### config.mk
export PLATFORM = sky130hd
export DESIGN_NAME = pwc_front_flat
export DESIGN_NICKNAME = d
export VERILOG_FILES = /design/src/hw/rtl/pwc_pkg.sv /design/src/hw/rtl/pwc_if.sv /design/src/hw/rtl/pwc_front.sv /design/src/flat_wrapper.sv
export SDC_FILE = /design/constraint.sdc
export NUM_CORES = 1
export LEC_CHECK = 0
export BUFFER_PORTS_ARGS = -buffer_cell sky130_fd_sc_hd__buf_4
export CAP_MARGIN = 5
export CORE_ASPECT_RATIO = 1.4
export CORE_MARGIN = 2
export CORE_UTILIZATION = 30
export DETAILED_ROUTE_END_ITERATION = 7
export PLACE_DENSITY = 0.53
export SLEW_MARGIN = 20
export SYNTH_ARGS = -nofsm -noshare
export SYNTH_HDL_FRONTEND = slang
export SYNTH_SLANG_ARGS = --single-unit
### constraint.sdc
create_clock -name vclk -period 7.45
set_input_delay 0.3725 -clock vclk [all_inputs]
set_output_delay 0.3725 -clock vclk [all_outputs]
set_load 0.02 [all_outputs]
### src/hw/rtl/pwc_pkg.sv
package pwc_pkg;

  // Wall select codes
  localparam logic [1:0] CMD_BOTTOM = 2'd0;
  localparam logic [1:0] CMD_TOP    = 2'd1;
  localparam logic [1:0] CMD_CYL    = 2'd2;

  // Register indexes on the configuration channel
  localparam int unsigned IDX_W = 8;
  localparam logic [IDX_W-1:0] REG_BOX_LEN_X  = 8'd0;
  localparam logic [IDX_W-1:0] REG_BOX_LEN_Y  = 8'd1;
  localparam logic [IDX_W-1:0] REG_BOX_LEN_Z  = 8'd2;
  localparam logic [IDX_W-1:0] REG_CYL_RADIUS = 8'd3;

  localparam logic [62:0] SQ_MAX = {63{1'b1}};

  typedef struct packed {
    logic [30:0] box_len_x;
    logic [30:0] box_len_y;
    logic [30:0] box_len_z;
    logic [30:0] cyl_radius;
  } cfg_regs_t;

  // Classified item handed from the front to the back
  typedef struct packed {
    logic [1:0]  command;
    logic        plane_contact;
    logic [31:0] offset_z;
    logic [31:0] dmag;
    logic [31:0] ax;
    logic [31:0] ay;
    logic        nx;
    logic        ny;
    logic [30:0] particle_radius;
  } item_t;

endpackage

### src/hw/rtl/pwc_if.sv
interface pwc_req_if;
  logic               valid;
  logic               ready;
  logic [1:0]         command;
  logic signed [31:0] pos_x;
  logic signed [31:0] pos_y;
  logic signed [31:0] pos_z;
  logic [30:0]        particle_radius;

  modport source(output valid, command, pos_x, pos_y, pos_z, particle_radius, input ready);
  modport sink(input valid, command, pos_x, pos_y, pos_z, particle_radius, output ready);
endinterface


### src/hw/rtl/pwc_front.sv
module pwc_front import pwc_pkg::*; (
  pwc_req_if.sink  req,
  input  cfg_regs_t regs,
  output logic      push_valid,
  input  logic      push_ready,
  output item_t     push_data
);

  logic signed [33:0] pz, rad, boxz, top_sum, dz, dx, dy;
  logic               bottom_hit, top_hit;
  logic [31:0]        d;
  logic [33:0]        mx, my;

  assign req.ready  = push_ready;
  assign push_valid = req.valid;

  always_comb begin
    pz      = {{2{req.pos_z[31]}}, req.pos_z};
    rad     = {3'b000, req.particle_radius};
    boxz    = {3'b000, regs.box_len_z};
    top_sum = pz + rad;
    dz      = pz - boxz;
    bottom_hit = pz < rad;
    top_hit    = top_sum > boxz;

    // Offset from the cylinder axis
    dx = {{2{req.pos_x[31]}}, req.pos_x} - {4'b0000, regs.box_len_x[30:1]};
    dy = {{2{req.pos_y[31]}}, req.pos_y} - {4'b0000, regs.box_len_y[30:1]};
    mx = dx[33] ? 34'(-dx) : 34'(dx);
    my = dy[33] ? 34'(-dy) : 34'(dy);

    push_data = '0;
    push_data.command         = req.command;
    push_data.particle_radius = req.particle_radius;
    push_data.ax = mx[31:0];
    push_data.ay = my[31:0];
    push_data.nx = dx[33];
    push_data.ny = dy[33];

    d = 32'd0;
    case (req.command)
      CMD_BOTTOM: begin
        push_data.plane_contact = bottom_hit;
        d = req.pos_z;
      end
      CMD_TOP: begin
        push_data.plane_contact = top_hit;
        d = dz[31:0];
      end
      default: begin
        push_data.plane_contact = 1'b0;
      end
    endcase
    if (!push_data.plane_contact) begin
      d = 32'd0;
    end
    push_data.offset_z = d;
    push_data.dmag     = d[31] ? 32'(-d) : d;
  end

endmodule

### src/flat_wrapper.sv
// flat-port wrapper written by rule: the top's interface ports become plain ports
module pwc_front_flat import pwc_pkg::*;
  (regs, push_valid, push_ready, push_data, req_valid, req_command, req_pos_x, req_pos_y, req_pos_z, req_particle_radius, req_ready);
  pwc_req_if req_i ();
  input  cfg_regs_t regs;
  output logic push_valid;
  input  logic push_ready;
  output item_t push_data;
  input wire logic [$bits(req_i.valid)-1:0] req_valid;
  input wire logic [$bits(req_i.command)-1:0] req_command;
  input wire logic [$bits(req_i.pos_x)-1:0] req_pos_x;
  input wire logic [$bits(req_i.pos_y)-1:0] req_pos_y;
  input wire logic [$bits(req_i.pos_z)-1:0] req_pos_z;
  input wire logic [$bits(req_i.particle_radius)-1:0] req_particle_radius;
  output wire logic [$bits(req_i.ready)-1:0] req_ready;
  assign req_i.valid = req_valid;
  assign req_i.command = req_command;
  assign req_i.pos_x = req_pos_x;
  assign req_i.pos_y = req_pos_y;
  assign req_i.pos_z = req_pos_z;
  assign req_i.particle_radius = req_particle_radius;
  assign req_ready = req_i.ready;
  pwc_front u_core (.req(req_i), .regs(regs), .push_valid(push_valid), .push_ready(push_ready), .push_data(push_data));
endmodule
==> impl_metrics.ini, run 1 <==
[status]
status = completed

[grt]
antenna_found_initial = 1
gr-total-overflow = 0
track_usage = 0.2223
grt_pass1_wl_um = 76820
grt_pass1_vias = 14710
grt_max_degree = 46

[placed_design]
numPortBuffers = 384
dp_hpwl_um = 43040
gp_congestion = 0.9235

[floorplan]
fp.dieH_um = 242.0
core_um2 = 40060
die-area_um2 = 42100
pin_count = 421
std_cell_rows = 87
start_util = 0.3029
die_w_um = 174.0

[critical_path]
critPathCaptureType = output port
cp-start-kind = primary input
crit_type = primary input to output port
required_ns = 7.08
critPathMaxStageDelay_ns = 0.45
cpMostUsedCell = buf_4
cp_top_family = compound AO/OA/AOI/OAI gates
cpMaxStageDelayCell = o41ai_2
cp.arrival_ns = 6.61
worstPathMaxFanout = 4
critPathBufInv = 5

[yosys]
synthesis.area_um2 = 12140
synthTopCellsByArea = ha_1, xnor2_1, a21oi_1
synth_warnings = 0
ys_seq_area_frac = 0
synth_top_cell_area_share = 0.1928
synthCells = 1824
synth.net_count = 2270
yosysUniqueCellTypes = 98
synth_area_per_cell_um2 = 6.653
synth_area_leader_cell = ha_1

[sta]
final_max_slew_viol_count = 0
setup_viol = 0
hold_viol_final = 0
rsz0062_at_grt = false
timing.fmax_mhz = 143.2
tightest_slew_ns = 1.168
relSlewSlack = 0.2014
finalSetupTns_ns = 0
fin_crit_ns = 6.984
layout_worst_path_cycle_share = 0.9374

[routing]
drc = 0
drtIter0Drc = 659
dr.pass1.iters = 5
vias_per_cell = 5.440
wl_um = 49520
vias = 14520
post_drt_wl_per_cell_um = 18.55
ant_nets = 0

[layout]
areaGrowthSynthToFinish_pct = 27.87
drive_above_1_share = 0.2231
postLayoutCoreUtil = 0.3874
regArea_um2 = 0
nets = 2582
nClkBuffers = 0
seq_cells = 0

[hold_path]
min_from = req_valid
hold_depth = 0
hold_end = push_valid
hp-class = primary input to output port

[power]
irDropWorstVdd_mv = 0.07983
p_leak_nw = 7.495
power_density_nw_per_um2 = 119.7

[run]
maxCapViolCount = 0

[clock_tree]
holdBufCountCts = 0
stage by stage:
stage | hold slack (ns) | power, mW | instances | worst slack (ns) | area, µm²
2_1_floorplan | 0.8576 | 1.170 | 1824 | 0.6178 | 12140
3_3_place_gp | 0.7453 | 1.817 | 2665 | 0.03676 | 15310
3_5_place_dp | 0.7453 | 1.824 | 2665 | -0.02885 | 15310
4_1_cts | 0.7453 | 1.836 | 2665 | 0.04335 | 15310
5_1_grt | 0.7450 | 2.021 | 2669 | 0.02123 | 15520
6_report | 0.7450 | 1.858 | 2669 | 0.4662 | 15520
power by group:
part / leakage, nW / internal (mW) / switching, mW
sequential: 0 / 0 / 0
combinational: 7.49 / 0.750 / 1.11
clock: 0.00000634 / 0.0000000179 / 0
final cells by class:
| cell class | instances | area (µm²) |
|---|---|---|
| antenna | 1 | 2.502 |
| fill | 4447 | 24540 |
| inverter | 207 | 777.0 |
| multi-input combinational | 1525 | 11050 |
| tap | 534 | 668.1 |
| timing repair buffer | 402 | 3018 |
cells in the final DEF, fill, tap and decap left out, types with 9 or more instances in the layout:
master / Yosys / final
a21oi_1: 156 / 153
nand2_1: 101 / 100
xor2_1: 66 / 66
ha_1: 187 / 185
and2_1: 16 / 16
nor2_1: 181 / 179
o21ai_1: 15 / 15
o31a_1: 12 / 12
mux2i_1: 11 / 11
or3_1: 25 / 25
nor2b_1: 24 / 24
nand2b_1: 17 / 16
nor3_1: 60 / 59
o21a_1: 28 / 28
nor3b_1: 12 / 12
and3_1: 15 / 15
nand3_1: 36 / 34
buf_4: 37 / 402
nand4_1: 29 / 29
o31ai_1: 15 / 15
nor4_1: 17 / 16
a31oi_1: 22 / 22
o211ai_1: 17 / 17
xnor2_1: 90 / 90
and4_1: 9 / 9
o21bai_1: 16 / 15
inv_1: 205 / 204
o21ai_0: 93 / 93
a21o_1: 57 / 57
a211oi_1: 22 / 22
repair_timing:
item / CTS / global route
gates resized for setup: 3 / 31
pin swaps: 0 / 27
setup endpoints to repair: 5 / 22
setup buffers: 0 / 4
metal layers:
layer  part of all wire  GRT usage
met1               0.39     0.2389
met2               0.52     0.4397
met3              0.048    0.02417
met4              0.043    0.08008
met5                  0          0
cell families after synthesis:
| family | count (synthesis) | share of synthesized area |
|---|---|---|
| xor+xnor | 157 | 0.1139 |
| mux | 12 | 0.01000 |
| buf+inv | 299 | 0.1058 |
| simple gates | 589 | 0.2485 |
| fa+ha+maj | 191 | 0.1994 |
| compound gates | 576 | 0.3224 |
worst max-delay path by stage:
stage / from / to / cells past startpoint
global placement: req_pos_z[5] / push_data[121] / 34
finish: req_pos_z[0] / push_data[123] / 36
detailed placement: req_pos_z[5] / push_data[125] / 34
CTS: req_particle_radius[0] / push_data[125] / 36
floorplan: req_particle_radius[5] / push_data[123] / 33
global route: req_pos_z[6] / push_data[125] / 34
Yosys cell counts, types with 22 or more instances:
cell type and number:
nor2b_1 24, a21o_1 57, xnor2_1 90, o21a_1 28
a21oi_1 156, nand4_1 29, nor3_1 60, inv_1 205
clkbuf_1 37, nand3_1 36, buf_4 37, nor2_1 181
a211oi_1 22, or3_1 25, ha_1 187, nand2_1 101
a31oi_1 22, xor2_1 66, o21ai_0 93
Power figures use the tool's default switching activity.
==> run 2: changes to the inputs <==
--- a/config.mk
+++ b/config.mk
@@ -7,7 +7,6 @@
 export LEC_CHECK = 0
 export BUFFER_PORTS_ARGS = -buffer_cell sky130_fd_sc_hd__buf_4
 export CAP_MARGIN = 5
-export CORE_ASPECT_RATIO = 1.4
 export CORE_MARGIN = 2
 export CORE_UTILIZATION = 30
 export DETAILED_ROUTE_END_ITERATION = 7
==> run 2 against run 1 <==
Compared with the run above: maximum frequency down 2.5%; first-iteration DRC count up 30%; critical path depth down 2; routed wire length down 3.9%; count of clock-buffer cells in the layout unchanged; sequential share of layout area unchanged; sequential cell count unchanged; core utilization up 0.73 points; non-clock buffer count up 35.
==> impl_metrics.ini, run 2 (synthesis results as in run 1) <==
[critical_path]
cpMaxStageDelayCell = o41ai_4
startpoint = req_pos_z[0]
critPathBufInv = 6
critPathCaptureType = output port
cp.arrival_ns = 6.79
required_ns = 7.08
cp.depth = 34
worstPathMaxFanout = 4
cp_top_family = compound AO/OA/AOI/OAI gates
critPathMaxStageDelay_ns = 0.42
crit_path_end = push_data[127]
cpMostUsedCell = buf_4
crit_type = primary input to output port
cp-start-kind = primary input

[routing]
dr.pass1.iters = 5
post_drt_wl_per_cell_um = 17.66
vias = 14440
drtIter0Drc = 856
vias_per_cell = 5.356
wl_um = 47600
drc = 0
ant_nets = 0

[floorplan]
std_cell_rows = 73
fp.dieH_um = 205.1
core_um2 = 39820
pin_count = 421
start_util = 0.3047
die-area_um2 = 42080
die_w_um = 205.1

[grt]
gr-total-overflow = 0
antenna_found_initial = 1
grt_max_degree = 46
track_usage = 0.2145
grt_pass1_vias = 13700
grt_pass1_wl_um = 73530

[layout]
areaGrowthSynthToFinish_pct = 29.53
final_common_cell = buf_4
final_cell_mix = buf_4, inv_1, ha_1, nor2_1, a21oi_1
postLayoutCoreUtil = 0.3947
seq_cells = 0
regArea_um2 = 0
nClkBuffers = 0
nets = 2617
drive_above_1_share = 0.2319

[run]
maxCapViolCount = 0

[sta]
setup_viol = 0
layout_worst_path_cycle_share = 0.9610
final_max_slew_viol_count = 0
hold_viol_final = 0
tightest_slew_ns = 1.257
fin_ws_ns = 0.2905
fin_crit_ns = 7.159
relSlewSlack = 0.1542
timing.fmax_mhz = 139.7
rsz0062_at_grt = true

[placed_design]
numPortBuffers = 384
gp_congestion = 0.9162
pre_cts_slack_ns = -0.1882
dp_hpwl_um = 41250

[clock_tree]
holdBufCountCts = 0

[status]
status = completed

[hold_path]
hp-class = primary input to output port
run 2: what timing repair did:
item / in CTS / in global routing
resized for setup: 4 / 22
buffers inserted: 0 / 6
pin swaps: 0 / 20
endpoints found under the setup margin: 6 / 16
cloned: 0 / 0
run 2: cell type report:
cell class,instances,area [µm²]
well taps,525,656.9
inverters,207,777.0
fillers,4310,24100
diodes,1,2.502
repair buffers,437,3297
multi-input cells,1525,10990
run 2: routing by layer:
metal  wire [µm]  share of wire  vias to the layer above  global-route usage
li1            -              -                     7274                   -
met1       23610           0.50                     6653              0.3226
met2       20690           0.43                      481              0.3428
met3        2941          0.062                       27             0.01575
met4         363         0.0076                        0             0.01901
met5           0              0                        -                   0
run 2: worst min-delay path by stage:
stage | from | end | cells past startpoint
5_1_grt | push_ready | req_ready | 0
6_report | push_ready | req_ready | 0
4_1_cts | push_ready | req_ready | 0
2_1_floorplan | req_particle_radius[0] | push_data[0] | 1
3_5_place_dp | push_ready | req_ready | 0
3_3_place_gp | push_ready | req_ready | 0
run 2: metrics by stage:
step                cell area (µm²)  hold slack [ns]  std cells  setup TNS (ns)
floorplan                     12140           0.8576       1824               0
global placement              15550           0.7455       2688       -0.005779
detailed placement            15550           0.7455       2688         -0.6202
CTS                           15570           0.7455       2688               0
global route                  15720           0.7452       2694         -0.7938
finish                        15720           0.7452       2695               0
