**src/hw/rtl/pwc_pkg.sv**
```systemverilog
package pwc_pkg;

  // Wall select codes
  localparam logic [1:0] CMD_BOTTOM = 2'd0;
  localparam logic [1:0] CMD_TOP    = 2'd1;
  localparam logic [1:0] CMD_CYL    = 2'd2;

  // Register indexes on the configuration channel
  localparam int unsigned IDX_W = 8;
  localparam logic [IDX_W-1:0] REG_BOX_LEN_X  = 8'd0;
  localparam logic [IDX_W-1:0] REG_BOX_LEN_Y  = 8'd1;
  localparam logic [IDX_W-1:0] REG_BOX_LEN_Z  = 8'd2;
  localparam logic [IDX_W-1:0] REG_CYL_RADIUS = 8'd3;

  localparam logic [62:0] SQ_MAX = {63{1'b1}};

  typedef struct packed {
    logic [30:0] box_len_x;
    logic [30:0] box_len_y;
    logic [30:0] box_len_z;
    logic [30:0] cyl_radius;
  } cfg_regs_t;

  // Classified item handed from the front to the back
  typedef struct packed {
    logic [1:0]  command;
    logic        plane_contact;
    logic [31:0] offset_z;
    logic [31:0] dmag;
    logic [31:0] ax;
    logic [31:0] ay;
    logic        nx;
    logic        ny;
    logic [30:0] particle_radius;
  } item_t;

endpackage

```
**src/hw/rtl/pwc_queue.sv**
```systemverilog
module pwc_queue import pwc_pkg::*; #(
  parameter int Depth = 4
) (
  input  logic  clk,
  input  logic  rst,
  input  logic  push_valid,
  output logic  push_ready,
  input  item_t push_data,
  output logic  pop_valid,
  input  logic  pop_ready,
  output item_t pop_data
);

  localparam int PtrW = $clog2(Depth);
  localparam int CntW = $clog2(Depth + 1);

  item_t           mem [Depth];
  logic [PtrW-1:0] wr_ptr, rd_ptr;
  logic [CntW-1:0] count;
  logic            push, pop;

  assign push_ready = count != CntW'(Depth);
  assign pop_valid  = count != '0;
  assign pop_data   = mem[rd_ptr];
  assign push       = push_valid && push_ready;
  assign pop        = pop_valid && pop_ready;

  always_ff @(posedge clk) begin
    if (push) begin
      mem[wr_ptr] <= push_data;
    end
  end

  always_ff @(posedge clk) begin
    if (rst) begin
      wr_ptr <= '0;
      rd_ptr <= '0;
      count  <= '0;
    end else begin
      if (push) begin
        wr_ptr <= (wr_ptr == PtrW'(Depth - 1)) ? '0 : wr_ptr + 1'b1;
      end
      if (pop) begin
        rd_ptr <= (rd_ptr == PtrW'(Depth - 1)) ? '0 : rd_ptr + 1'b1;
      end
      if (push && !pop) begin
        count <= count + 1'b1;
      end else if (pop && !push) begin
        count <= count - 1'b1;
      end
    end
  end

endmodule

```
**config.mk**
```make
export PLATFORM = sky130hd
export DESIGN_NAME = pwc_queue
export DESIGN_NICKNAME = d
export VERILOG_FILES = /design/src/hw/rtl/pwc_pkg.sv /design/src/hw/rtl/pwc_queue.sv
export SDC_FILE = /design/constraint.sdc
export NUM_CORES = 1
export LEC_CHECK = 0
export BUFFER_PORTS_ARGS = -buffer_cell sky130_fd_sc_hd__buf_2
export CAP_MARGIN = 15
export CORE_MARGIN = 1.5
export CORE_UTILIZATION = 30
export DETAILED_ROUTE_END_ITERATION = 16
export GPL_TIMING_DRIVEN = 1
export SLEW_MARGIN = 10
export SYNTH_ARGS = -nofsm -noshare
export SYNTH_HDL_FRONTEND = slang
export SYNTH_SLANG_ARGS = --single-unit
```
**constraint.sdc**
```tcl
create_clock -name clk -period 3.7 [get_ports clk]
set_input_delay 0.37 -clock clk [delete_from_list [all_inputs] [get_ports clk]]
set_output_delay 0.37 -clock clk [all_outputs]
set_load 0.05 [all_outputs]
```
==> qor.csv, run 1 <==
stage,metric,value,unit
clock_tree,Clock Tree Buf Depth,3,
sta,top achievable clock speed,0.333,GHz
synth,Post-synth EDFFs,656,
route,Pre-antenna DRT Iters,6,
synth,count of cell types in the netlist,26,
hold_path,worst hold path class,input pin to register,
worst_setup_path,nature of the critical path startpoint,register,
power_and_ir_drop,LEAKAGE,10.4,nW
synth,register area share after synthesis,82.5,%
power_and_ir_drop,P per Cell Area,715,nW/um^2
finish,Area Overhead vs Synth,29.7,%
die,Die ar.,82000,um^2
grt,first-pass GRT wire length,77.5,mm
die,die width,286,um
route,WL/cell,19.9,um
clock_tree,CTS buffer count,72,
worst_setup_path,crit path max fanout,23,
die,Ports,334,
hold_path,HP Start,rst,
grt,initial antenna violation count,9,
clock_tree,# resized after CTS,0,
finish,layout cells sized above 1,42.5,%
synth,Syn Std Cell Area,24100,um^2
worst_setup_path,Worst Reg-to-Reg Cells,7,
worst_setup_path,RR Endpoint,count[2],
die,placeable core area,79300,um^2
worst_setup_path,CP endpoint kind,primary output,
clock_tree,worst skew pair latency,0.60,ns
power_and_ir_drop,maximum vdd drop,0.536,mV
sta,final hold violations,0,
worst_setup_path,Critical Path RT,3.33,ns
clock_tree,CTS tree,yes,
clock_tree,CTS Hold Buffers Added,164,
finish,most frequent cells in the layout,"edfxtp_1, buf_2, mux4_2, dlygate4sd3_1, clkbuf_16",
worst_setup_path,crit path DAT,2.63,ns
route,Residual DRC,0,
sta,Post-Route Skew,0.0123,ns
sta,fin. max-slew vios,0,
sta,TNS Setup,0,ns
synth,"FF+latch count, synth",665,
sta,slew at the pin closest to its max-slew limit,0.844,ns
worst_setup_path,R2R Setup Slk,1.30,ns
die,Starting Density,30.4,%
sta,Slew HR,43.8,%
finish,"most common cell after layout, fill and taps aside",edfxtp_1,
worst_setup_path,"slowest stage delay, CP",0.72,ns
route,Final ANT Viol Nets,0,
synth,ys flop type,edfxtp_1,
clock_tree,CTS HTree Levels,3,
placed_design,gpl congestion,0.711,
synth,Syn Area/Cell,26.7,um^2
route,initial drt markers,660,
sta,min cycle time layout,3.00,ns
synth,Synthesis Warnings,0,
sta,Tcrit/Tclk final,81.1,%
worst_setup_path,Worst Setup Path Type,register to primary output,
run,Max-Cap Viols,0,
status,outcome,completed,
clock_tree,CTS sink count,665,
worst_setup_path,Reg-to-Reg Start,count[1],
hold_path,Hold Path Sink,count[1],
clock_tree,Root Buffer,clkbuf_16,
clock_tree,postcts setup bufs,0,
synth,Mapped Nets,1079,
placed_design,dpl cells,2285,
synth,cell count after synthesis,904,
finish,# fillers,7060,
die,FP Rows,103,
die,Die Ht,286,um
grt,vias in the first global route,12738,
synth,async set-reset flop share out of synthesis,0,%
route,Vias,11529,
placed_design,DP HPWL,30.8,mm
grt,total grt overflow,0,
grt,pin count of the biggest net entering global routing,84,
grt,Total GRT Usage,12.6,%
sta,RSZ-0062 raised after global routing,false,
sta,final setup fails,0,
hold_path,Hold Path Stages,2,
route,DRT Wirelength,51.4,mm
worst_setup_path,slowest CP cell,dfxtp_4,
finish,Finished Layout Cells,2585,
placed_design,PortBufs,333,
clock_tree,clock-pin slew on the worst setup and hold paths,0.06,ns
finish,Layout Nets,1648,
worst_setup_path,CP Cell Sequence,buf_4 -> mux4_2 -> buf_2,
route,Via density,4.46,
## Yosys cell counts (2+ instances only)
cell / count / area, um^2
mux2i_1: 3 / 30.0
mux4_2: 164 / 3690
clkbuf_1: 3 / 11.3
edfxtp_1: 656 / 19700
buf_2: 18 / 90.1
nor2_1: 3 / 11.3
xor2_1: 2 / 17.5
nand2b_1: 2 / 12.5
a21oi_1: 2 / 10.0
or3_2: 2 / 15.0
buf_4: 16 / 120
and3_2: 4 / 30.0
ha_1: 6 / 75.1
dfxtp_1: 9 / 180
inv_1: 3 / 11.3
## worst max path at each step
| stage | slack (ns) | cells after the start | end |
|---|---|---|---|
| after global placement | 1.23 | 3 | pop_data[109] |
| after detailed placement | 1.21 | 3 | pop_data[109] |
| final | 0.70 | 3 | pop_data[14] |
| after CTS | 0.53 | 3 | pop_data[14] |
| after floorplan | 0.33 | 3 | mem[0][0] |
| after global routing | 0.48 | 3 | pop_data[12] |
## cells by family (layout without fill, tap and decap cells)
kind of cell,after synthesis,count (layout),synth area share [%]
flip-flops,665,665,82.5
multiplexers,167,167,15.5
buffers and inverters,41,668,0.987
AND/OR/NAND/NOR,17,17,0.441
adder cells (fa/ha/maj),7,7,0.395
AO/OA/AOI/OAI,5,5,0.145
XOR/XNOR,2,2,0.0727
other,0,4,0
## report_power, final
group / total [mW] / switching [mW] / internal, mW
Combinational: 6.15 / 4.26 / 1.89
Sequential: 9.33 / 0.214 / 9.12
Clock: 6.86 / 2.92 / 3.94
## stage by stage
stage	setup WS (ns)	hold WS [ns]	cell area (um^2)	utilization (%)	power, mW
after floorplan	0.332	0.463	24100	-	14.0
after global placement	1.23	0.475	27300	34.5	15.6
after detailed placement	1.21	0.486	27300	34.5	15.6
after CTS	0.533	0.0263	31300	39.4	22.7
after global routing	0.480	0.0625	31300	39.4	23.3
final	0.698	0.0811	31300	39.4	22.3
## area by class of cell
cell class                 instances  area [um^2]  area share [%]
multi-input combinational        198         3990            12.8
tap                             1050         1310            4.20
timing repair buffer             533         3770            12.0
sequential                       665        19900            63.6
inverter                           3         11.3          0.0360
clock inverter                    49          415            1.33
clock buffer                      83         1860            5.96
antenna                            4         10.0          0.0320
## flip-flops by register name (all words and copies together), names as in the netlist, named ones only
| name | count |
|---|---|
| rd_ptr | 2 |
| mem | 656 |
| count | 3 |
| wr_ptr | 2 |
## critical path: cells and delay by family, from the launching register on
family / cells / cell delay [ns]
muxes: 1 / 0.57
buffers and inverters: 2 / 0.71
DFF: 1 / 0.72
## per-layer routing
metal | vias to the layer above | track usage, % | share of wire (%)
met5 | - | 0 | 0.10
met4 | 8 | 4.19 | 2.5
met3 | 96 | 3.98 | 7.2
met2 | 312 | 21.0 | 50
met1 | 6021 | 15.4 | 40
li1 | 5092 | - | -
(Power assumes the default switching activity.)
==> run 2, diff against run 1 <==
--- a/config.mk
+++ b/config.mk
@@ -5,6 +5,7 @@
 export SDC_FILE = /design/constraint.sdc
 export NUM_CORES = 1
 export LEC_CHECK = 0
+export ABC_AREA = 1
 export BUFFER_PORTS_ARGS = -buffer_cell sky130_fd_sc_hd__buf_2
 export CAP_MARGIN = 15
 export CORE_MARGIN = 1.5
==> constraint.sdc (replaced) <==
create_clock -name clk -period 2.46 [get_ports clk]
set_input_delay 0.246 -clock clk [delete_from_list [all_inputs] [get_ports clk]]
set_output_delay 0.246 -clock clk [all_outputs]
set_load 0.05 [all_outputs]
==> qor.csv, run 2 <==
stage,metric,value,unit,change
die,die width,290,um,+1.1%
synth,ys flop type,edfxtp_1,,
placed_design,DP HPWL,35.1,mm,+14%
route,Vias,15783,,+37%
route,Final ANT Viol Nets,0,,unchanged
die,Ports,334,,unchanged
grt,Total GRT Usage,14.7,%,+2.1 points
power_and_ir_drop,maximum vdd drop,1.04,mV,+95%
finish,area of the multi-input gates,4260,um^2,+6.6%
power_and_ir_drop,Total Power,40.9,mW,+83%
synth,async set-reset flop share out of synthesis,0,%,unchanged
sta,final setup fails,0,,unchanged
finish,Finished Layout Cells,3304,,+28%
route,Residual DRC,0,,unchanged
synth,Post-synth EDFFs,656,,unchanged
route,Via density,4.78,,+7.1%
hold_path,HP Start,push_data[89],,
sta,fin. max-slew vios,0,,unchanged
grt,pin count of the biggest net entering global routing,79,,-6.0%
placed_design,Post-Place Cell Area,27900,um^2,+2.2%
die,FP Rows,104,,+0.97%
route,DRT Wirelength,63.7,mm,+24%
synth,Post-synth top cells,"edfxtp_1, nor2_1, o21ai_1",,
power_and_ir_drop,P per Cell Area,1250,nW/um^2,+76%
clock_tree,CTS tree,yes,,
finish,most frequent cells in the layout,"edfxtp_1, nor2_1, buf_2",,
worst_setup_path,Worst Reg-to-Reg Cells,12,,+5
finish,Sequential Area,19900,um^2,about the same
synth,most common cell in the netlist,edfxtp_1,,
worst_setup_path,CP endpoint kind,primary output,,
sta,top achievable clock speed,0.418,GHz,
finish,Largest register FFs,656,,unchanged
grt,first-pass GRT wire length,93.8,mm,+21%
placed_design,gpl congestion,0.729,,+2.5%
synth,Synth top area share,79.9,%,-1.8 points
synth,Post-Synth XOR/XNOR Area,0.0355,%,-0.037 points
grt,total grt overflow,0,,unchanged
synth,mux cell area share after synthesis,0,%,-15 points
finish,Layout Nets,2364,,+43%
sta,RSZ-0062 raised after global routing,true,,
die,placeable core area,80900,um^2,+2.1%
finish,"Design Area, Final",32600,um^2,+4.3%
clock_tree,clock-pin slew on the worst setup and hold paths,0.06,ns,about the same
hold_path,Hold Path Stages,2,,unchanged
route,initial drt markers,895,,+36%
status,outcome,completed,,
synth,Compound-Gate Fraction of Synth Area,10.9,%,+11 points
hold_path,worst hold path class,input pin to register,,
finish,Area Overhead vs Synth,32.3,%,
synth,Simple-Gate Fraction of Synth Area,5.58,%,+5.1 points
sta,Slew HR,58.4,%,+15 points
route,WL/cell,19.3,um,-3.1%
grt,initial antenna violation count,6,,-3
synth,largest family of logic cells by synthesized area,compound AO/OA/AOI/OAI gates,,
clock_tree,CTS HTree Levels,3,,unchanged
clock_tree,worst skew pair latency,0.61,ns,about the same
finish,"Most flops, register",mem,,
synth,Mapped Nets,1830,,+70%
synth,count of cell types in the netlist,21,,-19%
die,Starting Density,30.4,%,+0.044 points
synth,dominant cells by area after synthesis,"edfxtp_1, nor2_1, o22ai_1",,
clock_tree,Clock Tree Buf Depth,3,,unchanged
worst_setup_path,nature of the critical path startpoint,register,,
synth,"FF+latch count, synth",665,,unchanged
synth,register area share after synthesis,80.7,%,-1.8 points
worst_setup_path,R2R Setup Slk,0.56,ns,-0.74 ns
sta,Post-Route Skew,0.0158,ns,+0.00354 ns
clock_tree,CTS buffer count,72,,unchanged
grt,vias in the first global route,16352,,+28%
die,Die Ht,290,um,+1.1%
worst_setup_path,RR Endpoint,count[2],,
synth,Syn Std Cell Area,24600,um^2,+2.3%
synth,Synthesis Warnings,0,,unchanged
hold_path,Hold Path Sink,mem[0][89],,
synth,cell count after synthesis,1655,,+83%
die,Die ar.,83900,um^2,+2.2%
clock_tree,Root Buffer,clkbuf_16,,
finish,Top Registers,"mem (656), count (3)",,
worst_setup_path,Critical Path RT,2.21,ns,-1.12 ns
finish,# fillers,7390,,+4.7%
sta,slew at the pin closest to its max-slew limit,0.624,ns,-0.219 ns
worst_setup_path,Reg-to-Reg Start,count[0],,
worst_setup_path,crit path DAT,2.15,ns,-0.48 ns
placed_design,dpl cells,2996,,+31%
sta,final hold violations,0,,unchanged
synth,"area leader, netlist",edfxtp_1,,
route,Pre-antenna DRT Iters,5,,-1
placed_design,PortBufs,333,,unchanged
finish,"most common cell after layout, fill and taps aside",edfxtp_1,,
sta,post-route setup slack,0.0678,ns,-0.630 ns
power_and_ir_drop,LEAKAGE,11.4,nW,+9.0%
clock_tree,CTS sink count,665,,unchanged
worst_setup_path,Worst Setup Path Type,register to primary output,,
sta,Tcrit/Tclk final,97.2,%,
run,Max-Cap Viols,0,,unchanged
sta,min cycle time layout,2.39,ns,
synth,Synth Area in Adders,0.386,%,-0.0088 points
placed_design,pre-CTS setup slack,0.258,ns,-0.947 ns
finish,layout cells sized above 1,23.2,%,-19 points
synth,Syn Area/Cell,14.9,um^2,-44%
worst_setup_path,crit path max fanout,45,,+96%
==> run 2: changes by cell type after synthesis, sizes merged, moves of 3 or more <==
cell,delta
and3,-4
buf,+23
clkbuf,+47
inv,+13
mux2i,-3
mux4,-164
nand2,+13
nor2,+342
o21ai,+328
o22ai,+164
or3,-3
==> run 2: metrics by stage <==
step	hold WS, ns	utilization (%)	TNS (ns)
2_1_floorplan	0.309	-	-676.63
6_report	0.381	40.3	0
4_1_cts	0.328	39.9	-0.112
5_1_grt	0.351	40.3	-1.16
3_5_place_dp	0.419	34.5	0
3_3_place_gp	0.414	34.5	0
==> run 2: logic make-up (layout without fill, tap and decap cells) <==
| group | Yosys count | in the layout |
|---|---|---|
| buffers and inverters | 124 | 711 |
| DFF | 665 | 665 |
| xor gates and xnor gates | 1 | 1 |
| other | 0 | 2 |
| AOI/OAI and AO/OA | 495 | 495 |
| and+or+nand+nor | 363 | 363 |
| adders and majority gates | 7 | 7 |
==> run 2: worst max path at each step <==
stage                     startpoint  cells after the start       endpoint  slack [ns]
after floorplan             count[0]                      4      mem[0][0]       -1.05
after detailed placement    register                      5   pop_data[18]        0.26
after global routing        register                      5   pop_data[55]       -0.06
after global placement      register                      5  pop_data[140]        0.27
final                       register                      5   pop_data[34]        0.07
after CTS                   register                      5   pop_data[55]       -0.02
==> run 2: where the power goes <==
group | switching (mW) | total [mW] | internal, mW
clock network | 4.37 | 10.7 | 6.31
logic | 11.7 | 16.1 | 4.43
registers | 0.333 | 14.1 | 13.8
total | 16.4 | 40.9 | 24.5
==> run 2: repair_timing <==
| item | CTS | global route |
|---|---|---|
| hold buffers | 167 | 0 |
| cloned | 2 | 2 |
| gates resized for setup | 64 | 105 |
| hold endpoints to repair | 665 | 0 |
| pin swaps | 0 | 3 |
| endpoints found under the setup margin | 160 | 110 |
| buffers inserted | 8 | 0 |
==> run 2: final cells by class <==
class                           count  share of cell area (%)
Clock inverter                     42                    1.42
Tap cell                         1060                    4.07
Multi-Input combinational cell    866                    13.0
Antenna cell                        2                  0.0153
Inverter                           16                   0.230
Clock buffer                       85                    5.74
Sequential cell                   665                    61.0
Timing Repair Buffer              568                    14.5
==> run 2: per-layer routing <==
layer  wire (um)  global-route usage, %
met5          37                      0
met4        1830                   5.40
met3        4430                   3.86
met2       31900                   25.6
met1       25400                   17.3
==> run 2: critical path, stage by stage, from the launching register on <==
cell and delay, ns:
dfxtp_4 0.45, buf_12 0.16, bufbuf_16 0.39, o21ai_0 0.13, o22ai_1 0.16, clkbuf_4 0.25
